==> src/sv/assert_macros.svh <==
// Assertion helper macros shared by the RTL files.
`ifndef ASSERT_MACROS_SVH
`define ASSERT_MACROS_SVH

// Concurrent assertion, disabled during reset.
`define ASSERT_RST(label, clk, rst_n, prop, msg) \
    label: assert property (@(posedge clk) disable iff (!rst_n) (prop)) else $error(msg);

// Concurrent assertion, always checked.
`define ASSERT_ALWAYS(label, clk, prop, msg) \
    label: assert property (@(posedge clk) (prop)) else $error(msg);

`endif

==> src/sv/lzd_pkg.sv <==
// ---------------------------------------------------------------------------
// lzd_pkg
// Shared types and constants of the LZ back-reference stream decoder.
// ---------------------------------------------------------------------------
`default_nettype none

package lzd_pkg;

    localparam logic [23:0] MAGIC_HEAD = 24'h59617A;
    localparam logic [7:0]  MAGIC_TAIL = 8'h30;
    localparam logic [8:0]  LONG_BIAS  = 9'h012;
    localparam logic [4:0]  SHORT_BIAS = 5'd2;

    // Command from the parser to the copy engine.
    typedef struct packed {
        logic        is_ref;    // 0: literal, 1: back-reference run
        logic        is_err;    // bad reference: emit error result
        logic [7:0]  lit;
        logic [11:0] dist_m1;
        logic [8:0]  len;
        logic [32:0] end_count; // produced count after this command
        logic [31:0] size;      // declared stream size
        logic        new_stream;
    } cmd_t;

endpackage

`default_nettype wire

==> src/sv/lzd_parser.sv <==
// ---------------------------------------------------------------------------
// lzd_parser
// Front end: header search, code-byte flags, reference decode.
// ---------------------------------------------------------------------------
`default_nettype none

`include "assert_macros.svh"

module lzd_parser (
    input  wire logic          clk,
    input  wire logic          rst_n,
    input  wire logic          in_valid,
    output logic               in_ready,
    input  wire logic [7:0]    in_byte,
    output logic               cmd_valid,
    input  wire logic          cmd_ready,
    output lzd_pkg::cmd_t      cmd
);
    import lzd_pkg::*;

    typedef enum logic [6:0] {
        PH_SEARCH   = 7'b0000001,
        PH_SIZE     = 7'b0000010,
        PH_RESERVED = 7'b0000100,
        PH_CODE     = 7'b0001000,
        PH_FLAG     = 7'b0010000,
        PH_REF2     = 7'b0100000,
        PH_REF3     = 7'b1000000
    } phase_t;

    phase_t      phase_reg, phase_next;
    logic [23:0] magic_reg, magic_next;
    logic [31:0] size_reg, size_next;
    logic [3:0]  hcnt_reg, hcnt_next;
    logic [32:0] prod_reg, prod_next;
    logic [7:0]  code_reg, code_next;
    logic [3:0]  left_reg, left_next;
    logic [7:0]  first_reg, first_next;
    logic [7:0]  second_reg, second_next;
    logic        halted_reg, halted_next;
    logic        newstr_reg, newstr_next;

    logic        fire;
    logic [8:0]  run_len;
    logic [32:0] after;
    logic        emit;

    assign in_ready = !halted_reg && (cmd_ready || !emit);
    assign fire     = in_valid && in_ready;

    always_comb
    begin
        phase_next  = phase_reg;
        magic_next  = magic_reg;
        size_next   = size_reg;
        hcnt_next   = hcnt_reg;
        prod_next   = prod_reg;
        code_next   = code_reg;
        left_next   = left_reg;
        first_next  = first_reg;
        second_next = second_reg;
        halted_next = halted_reg;
        newstr_next = newstr_reg;
        emit        = 1'b0;
        run_len     = 9'd0;
        cmd         = '0;
        cmd.size    = size_reg;
        cmd.new_stream = newstr_reg;
        after       = prod_reg;
        unique case (phase_reg)
            PH_SEARCH:
            begin
                if (magic_reg == MAGIC_HEAD && in_byte == MAGIC_TAIL)
                begin
                    phase_next = PH_SIZE;
                    hcnt_next  = '0;
                    size_next  = '0;
                    magic_next = '0;
                end
                else
                begin
                    magic_next = {magic_reg[15:0], in_byte};
                end
            end
            PH_SIZE:
            begin
                size_next = {size_reg[23:0], in_byte};
                if (hcnt_reg == 4'd3)
                begin
                    hcnt_next  = '0;
                    phase_next = PH_RESERVED;
                end
                else
                begin
                    hcnt_next = hcnt_reg + 4'd1;
                end
            end
            PH_RESERVED:
            begin
                if (hcnt_reg == 4'd7)
                begin
                    hcnt_next   = '0;
                    prod_next   = '0;
                    left_next   = '0;
                    code_next   = '0;
                    magic_next  = '0;
                    newstr_next = 1'b1;
                    phase_next  = (size_reg == '0) ? PH_SEARCH : PH_CODE;
                end
                else
                begin
                    hcnt_next = hcnt_reg + 4'd1;
                end
            end
            PH_CODE:
            begin
                code_next  = in_byte;
                left_next  = 4'd8;
                phase_next = PH_FLAG;
            end
            PH_FLAG:
            begin
                if (code_reg[7])
                begin
                    emit    = 1'b1;
                    cmd.lit = in_byte;
                    run_len = 9'd1;
                end
                else
                begin
                    first_next = in_byte;
                    phase_next = PH_REF2;
                end
            end
            PH_REF2:
            begin
                second_next = in_byte;
                if (prod_reg < {20'd0, 1'b0, first_reg[3:0], in_byte} + 33'd1)
                begin
                    emit        = 1'b1;
                    cmd.is_err  = 1'b1;
                    halted_next = 1'b1;
                end
                else if (first_reg[7:4] != 4'd0)
                begin
                    emit    = 1'b1;
                    cmd.is_ref = 1'b1;
                    run_len = {5'd0, first_reg[7:4]} + {4'd0, SHORT_BIAS};
                    cmd.dist_m1 = {first_reg[3:0], in_byte};
                end
                else
                begin
                    phase_next = PH_REF3;
                end
            end
            PH_REF3:
            begin
                emit    = 1'b1;
                cmd.is_ref = 1'b1;
                run_len = {1'b0, in_byte} + LONG_BIAS;
                cmd.dist_m1 = {first_reg[3:0], second_reg};
            end
            default:
            begin
                phase_next = PH_SEARCH;
                magic_next = '0;
            end
        endcase
        cmd.len = run_len;
        after   = prod_reg + {24'd0, run_len};
        cmd.end_count = after;
        if (emit && !cmd.is_err)
        begin
            prod_next   = after;
            newstr_next = 1'b0;
            code_next   = {code_reg[6:0], 1'b0};
            left_next   = (left_reg != 4'd0) ? left_reg - 4'd1 : 4'd0;
            if (after >= {1'b0, size_reg})
            begin
                phase_next = PH_SEARCH;
                magic_next = '0;
            end
            else if (left_next == 4'd0)
            begin
                phase_next = PH_CODE;
            end
            else
            begin
                phase_next = PH_FLAG;
            end
        end
        if (emit && cmd.is_err)
        begin
            newstr_next = newstr_reg;
        end
    end

    assign cmd_valid = fire && emit;

    always_ff @(posedge clk or negedge rst_n)
    begin
        if (!rst_n)
        begin
            phase_reg  <= PH_SEARCH;
            magic_reg  <= '0;
            size_reg   <= '0;
            hcnt_reg   <= '0;
            prod_reg   <= '0;
            code_reg   <= '0;
            left_reg   <= '0;
            first_reg  <= '0;
            second_reg <= '0;
            halted_reg <= 1'b0;
            newstr_reg <= 1'b1;
        end
        else if (fire)
        begin
            phase_reg  <= phase_next;
            magic_reg  <= magic_next;
            size_reg   <= size_next;
            hcnt_reg   <= hcnt_next;
            prod_reg   <= prod_next;
            code_reg   <= code_next;
            left_reg   <= left_next;
            first_reg  <= first_next;
            second_reg <= second_next;
            halted_reg <= halted_next;
            newstr_reg <= newstr_next;
        end
    end

    `ASSERT_RST(a_halt_sticky, clk, rst_n, halted_reg |=> halted_reg,
                "parser left halt without reset")
    `ASSERT_RST(a_no_fire_halted, clk, rst_n, halted_reg |-> !cmd_valid,
                "command issued while halted")
    `ASSERT_RST(a_hdr_count, clk, rst_n, (phase_reg == PH_SIZE) |-> (hcnt_reg < 4'd4),
                "size header count out of range")

endmodule

`default_nettype wire

==> config.mk <==
export PLATFORM = sky130hd
export DESIGN_NAME = lzd_parser
export DESIGN_NICKNAME = d
export VERILOG_FILES = /design/src/sv/lzd_pkg.sv /design/src/sv/lzd_parser.sv
export VERILOG_INCLUDE_DIRS = /design/src /design/src/sv
export SDC_FILE = /design/constraint.sdc
export NUM_CORES = 1
export LEC_CHECK = 0
export ABC_CLOCK_PERIOD_IN_PS = 9400
export BUFFER_PORTS_ARGS = -buffer_cell sky130_fd_sc_hd__buf_2
export CAP_MARGIN = 0
export CORE_MARGIN = 3
export CORE_UTILIZATION = 30
export CTS_BUF_LIST = sky130_fd_sc_hd__clkbuf_4 sky130_fd_sc_hd__clkbuf_8 sky130_fd_sc_hd__clkbuf_16
export CTS_CLUSTER_SIZE = 14
export DETAILED_ROUTE_END_ITERATION = 12
export PLACE_DENSITY = 0.56
export SETUP_SLACK_MARGIN = 0.3
export SLEW_MARGIN = 0
export SYNTH_ARGS = -nofsm -noshare
export SYNTH_HDL_FRONTEND = slang
export SYNTH_SLANG_ARGS = --single-unit
==> constraint.sdc <==
create_clock -name clk -period 9.4 [get_ports clk]
set_clock_uncertainty 0.1 [all_clocks]
set_input_delay 1.88 -clock clk [delete_from_list [all_inputs] [get_ports clk]]
set_output_delay 1.88 -clock clk [all_outputs]
set_load 0.02 [all_outputs]
==> results.sh <==
export IMPL_async_flop_share=1.00
export IMPL_synth_warnings=0
export IMPL_area_growth_pct=20.8
export IMPL_fin_cells=1401
export IMPL_wl_per_cell_microns=18.9
export IMPL_grt_pass1_wl_microns=41600
export IMPL_die_y_microns=173
export IMPL_syn_area_sq_um=8380
export IMPL_grt_pass1_vias=7129
export IMPL_status="complete, no violations"
export IMPL_seq_area_frac_synth=0.388
export IMPL_final_max_slew_viol_count=0
export IMPL_grt_busiest_layer="met2"
export IMPL_setup_viol=0
export IMPL_min_delay_start="code_reg[3]$_DFFE_PN0P_"
export IMPL_vdd_ir_drop_max_mv=0.109
export IMPL_cts_tree="yes"
export IMPL_crit_path_end_kind="output pin"
export IMPL_n_fill_cell=2774
export IMPL_utilization=0.373
export IMPL_drc=0
export IMPL_clk_latency_ns=0.43
export IMPL_period_share=0.938
export IMPL_grt_max_degree=86
export IMPL_max_slew_margin=0.354
export IMPL_row_count=60
export IMPL_ios=111
export IMPL_path_class="primary input to output pin"
export IMPL_cts_sinks=130
export IMPL_synth_edf_count=0
export IMPL_ctsHoldBuffers=0
export IMPL_grt_util_met1=0.240
export IMPL_dp_worst_setup_slack_ns=-0.000718
export IMPL_antenna_found_initial=0
export IMPL_use_met3=0.0316
export IMPL_cts_buffers_inserted=17
export IMPL_worst_pin_slew_ns=0.961
export IMPL_crit_arrival_ns=6.84
export IMPL_leakage_nw=4.85
export IMPL_place_gp_congestion=0.862
export IMPL_crit_reg2reg_launch="first_reg[0]$_DFFE_PN0P_"
export IMPL_finalWorstSetupSlack_ns=0.578
export IMPL_synth_avg_cell_area_sq_um=9.30
export IMPL_powerDensity_nw_per_um2=221
export IMPL_cts_root_buffer="clkbuf_16"
export IMPL_grt_setup_unrepaired="false"
export IMPL_die_w_microns=173
export IMPL_dr_total_vias=7402
export IMPL_syn_inst=901
export IMPL_antenna_cells=0
export IMPL_cp_max_fo=5
export IMPL_post_drt_via_cell_ratio=5.28
export IMPL_numPlacedInstances=1367
export IMPL_clock_path_buffers=2
export IMPL_ys_ff_latch=130
export IMPL_core_sq_um=27200
export IMPL_ys_flop_type="dfrtp_1"
export IMPL_power_w=0.00224
export IMPL_multi_input_area_sq_um=4790
export IMPL_yosys_cell_types_count=77
export IMPL_dp_hpwl_microns=20000
export IMPL_floorplan_initialDensity=0.308
export IMPL_max_freq_ghz=0.113
export IMPL_cap_violations=0
export IMPL_routed_wl_microns=26500
export IMPL_drt_iter0_markers=640
export IMPL_dieArea_sq_um=30000
export IMPL_final_hold_viol_count=0
export IMPL_drive_above_1_share=0.215
export IMPL_seqCellArea_sq_um=3260
export IMPL_htreeDepth=4
export IMPL_grt_use_met2=0.288
export IMPL_min_path_type="register to register"
export IMPL_clkTransAtPathRegs_ns=0.06
export IMPL_overflow=0
export IMPL_syn_nets=972
export IMPL_largest_reg_flops=33
export IMPL_cp_startpoint="in_byte[1]"
export IMPL_crit_required_ns=7.42
export IMPL_ant_nets=0
export IMPL_fin_area_sq_um=10100
export IMPL_grt_util_all_layers=0.175
export IMPL_firstDrtPassIters=5
export IMPL_io_buffers=110
export IMPL_start_kind="primary input"
export IMPL_period_needed_ns=8.82
export IMPL_layout_nets=1087
export IMPL_place_area_sq_um=9440
-- path summary, 6_finish.rpt --
check                                            endpoint  slack, ns  depth (start not counted)
max in group asynchronous        prod_reg[14]$_DFFE_PN0P_       6.63                          2
worst min register to register    code_reg[3]$_DFFE_PN0P_       0.39                          2
worst max-delay path                              cmd[55]       0.58                         23
min in group asynchronous       second_reg[4]$_DFFE_PN0P_       1.41                          1
worst max register to register  magic_reg[19]$_DFFE_PN0P_       2.12                         30
worst min-delay path              code_reg[3]$_DFFE_PN0P_       0.39                          2
-- routing by layer --
| metal | wire (microns) | up-vias |
|---|---|---|
| li1 | - | 3550 |
| met5 | 0 | - |
| met1 | 12400 | 3627 |
| met4 | 345 | 0 |
| met3 | 1190 | 18 |
| met2 | 12500 | 207 |
-- cell type report --
class,count,share of cell area
multi-input cells,672,0.473
repair buffers,140,0.0785
inverters,55,0.0204
clock inverters,14,0.0178
well taps,372,0.0460
clock buffers,18,0.0428
flip-flops and latches,130,0.322
-- report_power, final --
part / switching [W] / internal (W) / total [W]
combinational: 0.000488 / 0.000274 / 0.000762
clock: 0.000272 / 0.000424 / 0.000696
sequential: 0.000115 / 0.000664 / 0.000779
total: 0.000874 / 0.00136 / 0.00224
-- through the flow --
step / hold WS [ns] / setup TNS (ns)
2_1_floorplan: 0.349 / 0
3_3_place_gp: 0.361 / 0
3_5_place_dp: 0.373 / -0.000718
4_1_cts: 0.387 / 0
5_1_grt: 0.393 / 0
6_report: 0.386 / 0
-- synth_stat cells (3+ instances only) --
cell	count	area, sq um
o211ai_1	4	30.0
mux2_2	14	158
a21oi_1	41	205
nor3_1	11	55.1
nand2_1	112	420
xor2_1	18	158
nand3_1	25	125
a2111o_1	3	33.8
inv_1	55	206
o22ai_1	3	18.8
a22o_1	35	307
or3_1	10	62.6
a21o_1	11	82.6
nand4_1	13	81.3
o21ai_1	3	15.0
o21ai_0	56	280
or4_1	7	52.6
buf_6	3	33.8
dfrtp_1	128	3200
and3_1	19	119
a211oi_1	7	52.6
and2_1	16	100
ha_1	58	726
nand2b_1	8	50.1
nand4b_1	5	43.8
o21a_1	4	30.0
xnor2_1	27	236
o31ai_1	32	240
nor2b_1	9	56.3
a31oi_1	13	81.3
clkbuf_1	22	82.6
nor2_1	31	116
a221o_1	3	30.0
a22oi_1	8	60.1
nor4_1	17	106
buf_2	15	75.1
-- placed cells by master, fill, tap and decap left out, drive strengths merged, types with 18 or more instances in the layout --
| master | Yosys | routed |
|---|---|---|
| buf | 22 | 140 |
| dfrtp | 128 | 128 |
| nand2 | 113 | 113 |
| o21ai | 60 | 60 |
| ha | 58 | 58 |
| inv | 55 | 58 |
| a21oi | 41 | 41 |
| a22o | 35 | 35 |
| o31ai | 33 | 33 |
| nor2 | 32 | 32 |
| xnor2 | 27 | 27 |
| nand3 | 25 | 25 |
| and3 | 19 | 19 |
| clkbuf | 22 | 18 |
| xor2 | 18 | 18 |
| nor4 | 18 | 18 |
-- critical path: stages --
cell       delay (ns)
buf_2            0.12
ha_1             0.23
nand2_1          0.14
nor2_4           0.17
and3_1           0.21
nand3_1          0.10
xor2_1           0.16
ha_1             0.30
nand4_1          0.16
nor2_4           0.18
o211ai_1         0.16
a21oi_2          0.29
nand2_1          0.14
a2bb2oi_1        0.18
buf_4            0.19
fa_1             0.46
nor2b_1          0.16
o2111ai_1        0.17
a31o_2           0.33
a21oi_1          0.37
and2_1           0.24
xor2_1           0.28
buf_2            0.22
-- logic make-up (layout without fill, tap and decap cells) --
| logic type | count (synthesis) | after routing | share of synthesized area |
|---|---|---|---|
| buf+inv | 99 | 227 | 0.0502 |
| simple gates | 299 | 299 | 0.186 |
| fa+ha+maj | 59 | 59 | 0.0890 |
| mux | 16 | 16 | 0.0212 |
| xor+xnor | 45 | 45 | 0.0470 |
| compound gates | 253 | 253 | 0.218 |
| flops | 130 | 130 | 0.388 |
-- timing repair --
action / in CTS / in global routing
gates resized for setup: 0 / 10
setup buffers: 0 / 2
hold endpoints to repair: 0 / 0
setup endpoints to repair: 0 / 47
Power figures use the tool's default switching activity.
