===== src/sv/assert_macros.svh =====
// Assertion helper macros shared by the RTL files.
`ifndef ASSERT_MACROS_SVH
`define ASSERT_MACROS_SVH

// Concurrent assertion, disabled during reset.
`define ASSERT_RST(label, clk, rst_n, prop, msg) \
    label: assert property (@(posedge clk) disable iff (!rst_n) (prop)) else $error(msg);

// Concurrent assertion, always checked.
`define ASSERT_ALWAYS(label, clk, prop, msg) \
    label: assert property (@(posedge clk) (prop)) else $error(msg);

`endif


===== src/sv/lzd_pkg.sv =====
// ---------------------------------------------------------------------------
// lzd_pkg
// Shared types and constants of the LZ back-reference stream decoder.
// ---------------------------------------------------------------------------
`default_nettype none

package lzd_pkg;

    localparam logic [23:0] MAGIC_HEAD = 24'h59617A;
    localparam logic [7:0]  MAGIC_TAIL = 8'h30;
    localparam logic [8:0]  LONG_BIAS  = 9'h012;
    localparam logic [4:0]  SHORT_BIAS = 5'd2;

    // Command from the parser to the copy engine.
    typedef struct packed {
        logic        is_ref;    // 0: literal, 1: back-reference run
        logic        is_err;    // bad reference: emit error result
        logic [7:0]  lit;
        logic [11:0] dist_m1;
        logic [8:0]  len;
        logic [32:0] end_count; // produced count after this command
        logic [31:0] size;      // declared stream size
        logic        new_stream;
    } cmd_t;

endpackage

`default_nettype wire


===== src/sv/lzd_cmd_fifo.sv =====
// ---------------------------------------------------------------------------
// lzd_cmd_fifo
// Short command queue between parser and copy engine.
// ---------------------------------------------------------------------------
`default_nettype none

`include "assert_macros.svh"

module lzd_cmd_fifo (
    input  wire logic        clk,
    input  wire logic        rst_n,
    input  wire logic        wr_valid,
    output logic             wr_ready,
    input  wire lzd_pkg::cmd_t wr_cmd,
    output logic             rd_valid,
    input  wire logic        rd_ready,
    output lzd_pkg::cmd_t    rd_cmd
);
    import lzd_pkg::*;

    cmd_t       mem_reg [2];
    logic       wp_reg, rp_reg;
    logic [1:0] cnt_reg;

    assign wr_ready = (cnt_reg != 2'd2);
    assign rd_valid = (cnt_reg != 2'd0);
    assign rd_cmd   = mem_reg[rp_reg];

    always_ff @(posedge clk)
    begin
        if (wr_valid && wr_ready)
        begin
            mem_reg[wp_reg] <= wr_cmd;
        end
    end

    always_ff @(posedge clk or negedge rst_n)
    begin
        if (!rst_n)
        begin
            wp_reg  <= 1'b0;
            rp_reg  <= 1'b0;
            cnt_reg <= '0;
        end
        else
        begin
            if (wr_valid && wr_ready)
            begin
                wp_reg <= !wp_reg;
            end
            if (rd_valid && rd_ready)
            begin
                rp_reg <= !rp_reg;
            end
            cnt_reg <= cnt_reg + {1'b0, wr_valid && wr_ready} - {1'b0, rd_valid && rd_ready};
        end
    end

    `ASSERT_RST(a_no_overflow, clk, rst_n, cnt_reg <= 2'd2, "command queue count out of range")

endmodule

`default_nettype wire


===== config.mk =====
export PLATFORM = sky130hd
export DESIGN_NAME = lzd_cmd_fifo
export DESIGN_NICKNAME = d
export VERILOG_FILES = /design/src/sv/lzd_pkg.sv /design/src/sv/lzd_cmd_fifo.sv
export VERILOG_INCLUDE_DIRS = /design/src /design/src/sv
export SDC_FILE = /design/constraint.sdc
export NUM_CORES = 1
export LEC_CHECK = 0
export BUFFER_PORTS_ARGS = -buffer_cell sky130_fd_sc_hd__buf_4
export CAP_MARGIN = 20
export CELL_PAD_IN_SITES_DETAIL_PLACEMENT = 1
export CELL_PAD_IN_SITES_GLOBAL_PLACEMENT = 1
export CORE_ASPECT_RATIO = 1.25
export CORE_MARGIN = 2
export CORE_UTILIZATION = 40
export DETAILED_ROUTE_END_ITERATION = 8
export GPL_TIMING_DRIVEN = 1
export PLACE_DENSITY = 0.87
export SLEW_MARGIN = 0
export SYNTH_ARGS = -nofsm -noshare
export SYNTH_HDL_FRONTEND = slang
export SYNTH_SLANG_ARGS = --single-unit
export TNS_END_PERCENT = 10

===== constraint.sdc =====
create_clock -name clk -period 5.6 [get_ports clk]
set_clock_uncertainty 0.05 [all_clocks]
set_input_delay 0 -clock clk [delete_from_list [all_inputs] [get_ports clk]]
set_output_delay 0 -clock clk [all_outputs]
set_load 0.02 [all_outputs]

==> impl_metrics.py, run 1 <==
metrics = {
    "timing": {
        "hold_viol": 0,
        "worst-slew-pin-transition_ps": 895,
        "final.period_utilization": 0.481,
        "final.setup.tns_ps": 0,
        "setup_repair_after_global_routing_missed_its_margin": "false",
        "fmaxAchievable_mhz": 372,
        "report.final.setup_viol": 0,
        "final_period_minus_worst_setup_slack_ps": 2690,
        "slew_headroom": 0.403,
        "drv_slew": 0,
    },
    "die": {
        "placement_rows": 55,
        "fp.dieW_um": 125,
        "start_util": 0.406,
        "core_area_mm2": 0.0180,
        "die_area_mm2": 0.0193,
        "ios": 200,
        "floorplan.die.height_um": 155,
    },
    "critical_path": {
        "timing.critical_path.from_type": "flop",
        "critPathMaxFanout": 59,
        "timing.setup.critical_path_class": "flop to primary output",
        "cp-end-kind": "primary output",
        "worst_endpoint_data_arrival_time_ps": 2640,
        "worst_r2r_startpoint": "cnt_reg[0]",
        "cp_data_required_time_ps": 5550,
        "setup.worst_path.start": "rp_reg",
    },
    "clocking": {
        "max-clock-path-buffers": 2,
        "clock_tree.htree_level_count": 4,
        "clock_edge_transition_at_the_registers_on_the_reported_setup_and_hold_paths_ps": 60,
        "clockRootBuffer": "sky130_fd_sc_hd__clkbuf_16",
        "ctsResizeCount": 0,
        "clkSinkCount": 198,
        "tritoncts.num_buffers": 17,
        "tritoncts_clock_tree": "done",
        "worstSkewPairLatency_ps": 430,
    },
    "finish": {
        "finish.net_count": 738,
        "drive_gt1_frac": 0.512,
        "filler_free_cell_count_of_the_finished_design": 877,
        "design_area_mm2": 0.0106,
        "final.fill_count": 1586,
        "most_common_library_cell_in_the_layout_ignoring_fill_and_taps": "sky130_fd_sc_hd__buf_4",
        "antenna-diode-count": 0,
        "most-common-layout-cells": "sky130_fd_sc_hd__buf_4 (203), sky130_fd_sc_hd__edfxtp_1 (194), sky130_fd_sc_hd__dlygate4sd3_1 (101), sky130_fd_sc_hd__mux2_2 (77), sky130_fd_sc_hd__mux2_4 (20)",
        "synthToLayoutAreaGrowth_pct": 45.6,
        "largest_register_ff_count": 194,
    },
    "hold_path": {
        "min-delay-start": "wr_cmd[27]",
        "hp-class": "input port to flop",
    },
    "logic_synthesis": {
        "synth.ff_latch_count": 198,
        "count_of_unique_library_cells_instantiated_by_yosys": 19,
        "post_synth_main_area_contributors": "sky130_fd_sc_hd__edfxtp_1 (80%), sky130_fd_sc_hd__mux2_2 (12%), sky130_fd_sc_hd__mux2_4 (4.1%)",
        "synth_seq_area_share": 0.812,
        "synth_area_mm2": 0.00729,
        "synthDominantAreaCellType": "sky130_fd_sc_hd__edfxtp_1",
        "synth_top_area_share": 0.799,
        "post_synth.cell_area_avg_um2": 22.5,
        "synthesis.nets": 426,
        "synthCells": 324,
        "ys.warnings.count": 0,
    },
    "run": {
        "cap_violations": 0,
    },
    "routing": {
        "postRouteAntennaNets": 0,
        "vias_per_cell": 4.78,
        "first_iter_violations": 202,
        "firstDrtPassIters": 6,
        "wl_per_cell_um": 20.1,
        "detailed_route_via_count": 4189,
        "drc_errors": 0,
        "detail_route.wirelength_mm": 17.6,
    },
    "pwr": {
        "power_density_over_the_cells_mw_per_mm2": 498,
        "power.total_w": 0.00529,
        "peakVddDrop_mv": 0.241,
        "static-leakage-power_nw": 4.03,
    },
    "global_routing": {
        "antenna_found_initial": 0,
        "globalRouteTotalUtil": 0.187,
        "first_global_vias": 4771,
        "grt_overflow": 0,
        "largest_net_degree_at_the_start_of_global_routing": 60,
        "grt_first_pass_wirelength_mm": 27.1,
    },
    "placement": {
        "post_placement_cell_count": 744,
        "port_buffers": 199,
        "dpl.hpwl_mm": 10.0,
        "gp_congestion": 0.701,
        "placement.cell_area_mm2": 0.00904,
    },
    "run_status": {
        "outcome": "completed",
    },
}
-- through the flow --
step | utilization | hold WS (ps) | worst slack (ps)
floorplan | - | -346 | 169
global placement | 0.503 | -252 | 3270
detailed placement | 0.503 | -246 | 3170
CTS | 0.592 | 226 | 2850
global route | 0.592 | 228 | 2710
finish | 0.592 | 254 | 2910
-- critical path, cell delays in order (launching register included) --
cell,delay [ps]
sky130_fd_sc_hd__dfrtp_4,780
sky130_fd_sc_hd__buf_4,760
sky130_fd_sc_hd__mux2_2,440
sky130_fd_sc_hd__buf_4,160
-- final timing paths --
kind                            slack [ps]        endpoint  cells past startpoint
worst max-delay path                  2910      rd_cmd[47]                      3
worst min-delay path                   250  mem_reg[0][27]                      2
worst max register to register        3210  mem_reg[1][92]                      3
worst min register to register         500          wp_reg                      1
max in group asynchronous             4850          rp_reg                      3
min in group asynchronous              430      cnt_reg[0]                      3
-- layer usage --
metal | share of wire | up-vias | GRT usage
li1 | - | 1906 | -
met5 | 0 | - | 0
met2 | 0.58 | 153 | 0.361
met1 | 0.34 | 2089 | 0.190
met3 | 0.054 | 41 | 0.0540
met4 | 0.026 | 0 | 0.0701
-- synth_stat cells --
| library cell | n |
|---|---|
| sky130_fd_sc_hd__edfxtp_1 | 194 |
| sky130_fd_sc_hd__mux2_2 | 77 |
| sky130_fd_sc_hd__mux2_4 | 20 |
| sky130_fd_sc_hd__buf_2 | 7 |
| sky130_fd_sc_hd__buf_6 | 4 |
| sky130_fd_sc_hd__dfrtp_1 | 4 |
| sky130_fd_sc_hd__nor2_1 | 3 |
| sky130_fd_sc_hd__xnor2_1 | 3 |
| sky130_fd_sc_hd__nand2_1 | 2 |
| sky130_fd_sc_hd__a311oi_1 | 1 |
| sky130_fd_sc_hd__and3_1 | 1 |
| sky130_fd_sc_hd__ha_1 | 1 |
| sky130_fd_sc_hd__nand2b_1 | 1 |
| sky130_fd_sc_hd__nand3_1 | 1 |
| sky130_fd_sc_hd__nor2b_1 | 1 |
| sky130_fd_sc_hd__nor4bb_1 | 1 |
| sky130_fd_sc_hd__o21ai_0 | 1 |
| sky130_fd_sc_hd__o21ba_2 | 1 |
| sky130_fd_sc_hd__or2_2 | 1 |
-- power by group --
part	internal [W]	switching (W)
registers	0.00203	0.000151
clock network	0.000683	0.000511
logic	0.000894	0.00102
-- cells by family (layout without fill, tap and decap cells) --
kind of cell / after synthesis / in the layout / synth area share
DFF: 198 / 198 / 0.812
muxes: 97 / 97 / 0.160
and+or+nand+nor: 11 / 11 / 0.00806
buffers and inverters: 11 / 336 / 0.0110
AOI/OAI and AO/OA: 3 / 3 / 0.00326
xor gates and xnor gates: 3 / 3 / 0.00360
adders and majority gates: 1 / 1 / 0.00171
-- final cells by class --
cell class | instances | area, µm² | area share
sequential | 198 | 5930 | 0.558
timing repair buffer | 304 | 2530 | 0.239
multi-input combinational | 115 | 1300 | 0.122
clock buffer | 24 | 472 | 0.0444
tap | 228 | 285 | 0.0269
clock inverter | 8 | 101 | 0.00954
-- repair_timing --
item | in CTS | in global routing
setup buffers | 0 | 0
hold endpoints to repair | 202 | 0
hold buffers | 101 | 0
Power figures use the tool's default switching activity.
==> inputs of run 2 (changes only) <==
--- a/config.mk
+++ b/config.mk
@@ -12,10 +12,10 @@
 export CELL_PAD_IN_SITES_GLOBAL_PLACEMENT = 1
 export CORE_ASPECT_RATIO = 1.25
 export CORE_MARGIN = 2
-export CORE_UTILIZATION = 40
+export CORE_UTILIZATION = 44
 export DETAILED_ROUTE_END_ITERATION = 8
 export GPL_TIMING_DRIVEN = 1
-export PLACE_DENSITY = 0.87
+export PLACE_DENSITY = 0.9
 export SLEW_MARGIN = 0
 export SYNTH_ARGS = -nofsm -noshare
 export SYNTH_HDL_FRONTEND = slang
==> constraint.sdc (replaced) <==
create_clock -name clk -period 2.7 [get_ports clk]
set_clock_uncertainty 0.05 [all_clocks]
set_input_delay 0 -clock clk [delete_from_list [all_inputs] [get_ports clk]]
set_output_delay 0 -clock clk [all_outputs]
set_load 0.02 [all_outputs]
==> impl_metrics.py, run 2 (same netlist as run 1, synthesis figures left out) <==
metrics = {
    "run_status": {
        "outcome": "completed",
    },
    "critical_path": {
        "timing.critical_path.slowest_stage_cell": "sky130_fd_sc_hd__dfrtp_4",
        "timing.setup.critical_path_class": "flop to primary output",
        "reg2reg_to": "mem_reg[1][90]",
        "timing.reg2reg.worst_path_depth": 3,
        "ff2ff_setup_slack_ps": 730,
        "timing.critical_path.from_type": "flop",
        "critPathMaxFanout": 32,
        "worst_endpoint_data_arrival_time_ps": 2180,
        "worst_r2r_startpoint": "cnt_reg[0]",
        "critical-path-top-cell-by-count": "sky130_fd_sc_hd__buf_4",
        "critical_path.cell_chain": "buf_4 -> mux2_2 -> buf_4",
        "setup.worst_path.start": "rp_reg",
        "cp-end-kind": "primary output",
        "crit_path_max_incr_delay_ps": 770,
        "cp_data_required_time_ps": 2650,
    },
    "die": {
        "ios": 200,
        "core_area_mm2": 0.0162,
        "fp.dieW_um": 119,
        "floorplan.die.height_um": 148,
        "placement_rows": 52,
        "die_area_mm2": 0.0176,
        "start_util": 0.450,
    },
    "finish": {
        "most-common-layout-cells": "sky130_fd_sc_hd__buf_4 (202), sky130_fd_sc_hd__edfxtp_1 (194), sky130_fd_sc_hd__dlygate4sd3_1 (101), sky130_fd_sc_hd__mux2_2 (77), sky130_fd_sc_hd__mux2_4 (20)",
        "drive_gt1_frac": 0.512,
        "most_common_library_cell_in_the_layout_ignoring_fill_and_taps": "sky130_fd_sc_hd__buf_4",
        "synthToLayoutAreaGrowth_pct": 45.8,
        "finish.net_count": 740,
        "largest_register_ff_count": 194,
    },
    "hold_path": {
        "hp-class": "input port to flop",
        "whs_endpoint": "mem_reg[1][44]",
        "whs_path_depth": 2,
        "min-delay-start": "wr_cmd[44]",
    },
    "placement": {
        "gp_congestion": 0.703,
        "port_buffers": 199,
        "dpl.hpwl_mm": 10.4,
        "place_ws_ps": 730,
    },
    "clocking": {
        "tritoncts.num_buffers": 17,
        "clockRootBuffer": "sky130_fd_sc_hd__clkbuf_16",
        "clock_tree.htree_level_count": 4,
        "ctsResizeCount": 0,
        "tritoncts_clock_tree": "done",
        "clkSinkCount": 198,
        "worstSkewPairLatency_ps": 420,
        "max-clock-path-buffers": 2,
        "clock_edge_transition_at_the_registers_on_the_reported_setup_and_hold_paths_ps": 70,
    },
    "timing": {
        "final.setup.tns_ps": 0,
        "worst-slew-pin-transition_ps": 584,
        "setup_repair_after_global_routing_missed_its_margin": "false",
        "drv_slew": 0,
        "slew_headroom": 0.610,
        "setup_slack_ps": 467,
        "final.period_utilization": 0.827,
        "fmaxAchievable_mhz": 448,
        "report.final.setup_viol": 0,
        "hold_viol": 0,
        "final_period_minus_worst_setup_slack_ps": 2230,
    },
    "routing": {
        "detailed_route_via_count": 4212,
        "vias_per_cell": 4.86,
        "detail_route.wirelength_mm": 18.6,
        "postRouteAntennaNets": 0,
        "firstDrtPassIters": 4,
        "wl_per_cell_um": 21.4,
        "drc_errors": 0,
        "first_iter_violations": 218,
    },
    "global_routing": {
        "grt_overflow": 0,
        "antenna_found_initial": 2,
        "largest_net_degree_at_the_start_of_global_routing": 57,
        "first_global_vias": 4785,
        "grt_first_pass_wirelength_mm": 28.1,
        "globalRouteTotalUtil": 0.218,
    },
    "pwr": {
        "power_density_over_the_cells_mw_per_mm2": 1030,
        "static-leakage-power_nw": 4.04,
        "peakVddDrop_mv": 0.687,
    },
    "run": {
        "cap_violations": 0,
    },
}
-- run 2: cell type report --
type | count | area (µm²)
diodes | 2 | 5.00
clock buffers | 19 | 433
clock inverters | 10 | 109
fillers | 1357 | 5560
multi-input cells | 115 | 1300
flip-flops and latches | 198 | 5930
well taps | 216 | 270
repair buffers | 306 | 2590
-- run 2: through the flow --
stage	instance area, µm²	hold WS [ps]	power (W)	util	std cells
floorplan	7310	-346	0.00691	-	324
global placement	9080	-249	0.00834	0.560	734
detailed placement	9080	-245	0.00850	0.560	734
CTS	10600	227	0.0110	0.656	864
global route	10600	247	0.0114	0.657	866
finish	10600	249	0.0110	0.657	866
-- run 2: metal layers --
layer | up-vias | track usage | routed length, µm
met1 | 2120 | 0.228 | 6500
met5 | - | 0 | 0
met3 | 22 | 0.0625 | 1020
li1 | 1913 | - | -
met2 | 157 | 0.419 | 10800
met4 | 0 | 0.0637 | 278
-- run 2: worst max path at each step --
stage | endpoint | slack [ps] | cells past startpoint
6_report | rd_cmd[63] | 470 | 3
5_1_grt | rd_cmd[5] | 380 | 3
4_1_cts | rd_cmd[62] | 420 | 3
3_5_place_dp | mem_reg[1][57] | 730 | 3
3_3_place_gp | mem_reg[1][58] | 840 | 3
2_1_floorplan | mem_reg[0][0] | 40 | 3
-- run 2: what timing repair did --
| action | CTS | global route |
|---|---|---|
| buffers inserted | 0 | 0 |
| hold buffers | 101 | 0 |
| endpoints found under the hold margin | 202 | 0 |
| setup endpoints to repair | 0 | 0 |
-- run 2: power by group --
group / switching [W] / total [W] / leakage [nW] / internal [W]
clock network: 0.00107 / 0.00241 / 0.258 / 0.00134
logic: 0.00215 / 0.00406 / 1.93 / 0.00191
registers: 0.000324 / 0.00453 / 1.85 / 0.00420
-- run 2: critical path: cells and delay by family (launching register included) --
family / cells / cell delay, ps
flip-flops: 1 / 770
multiplexers: 1 / 390
buffers and inverters: 2 / 590
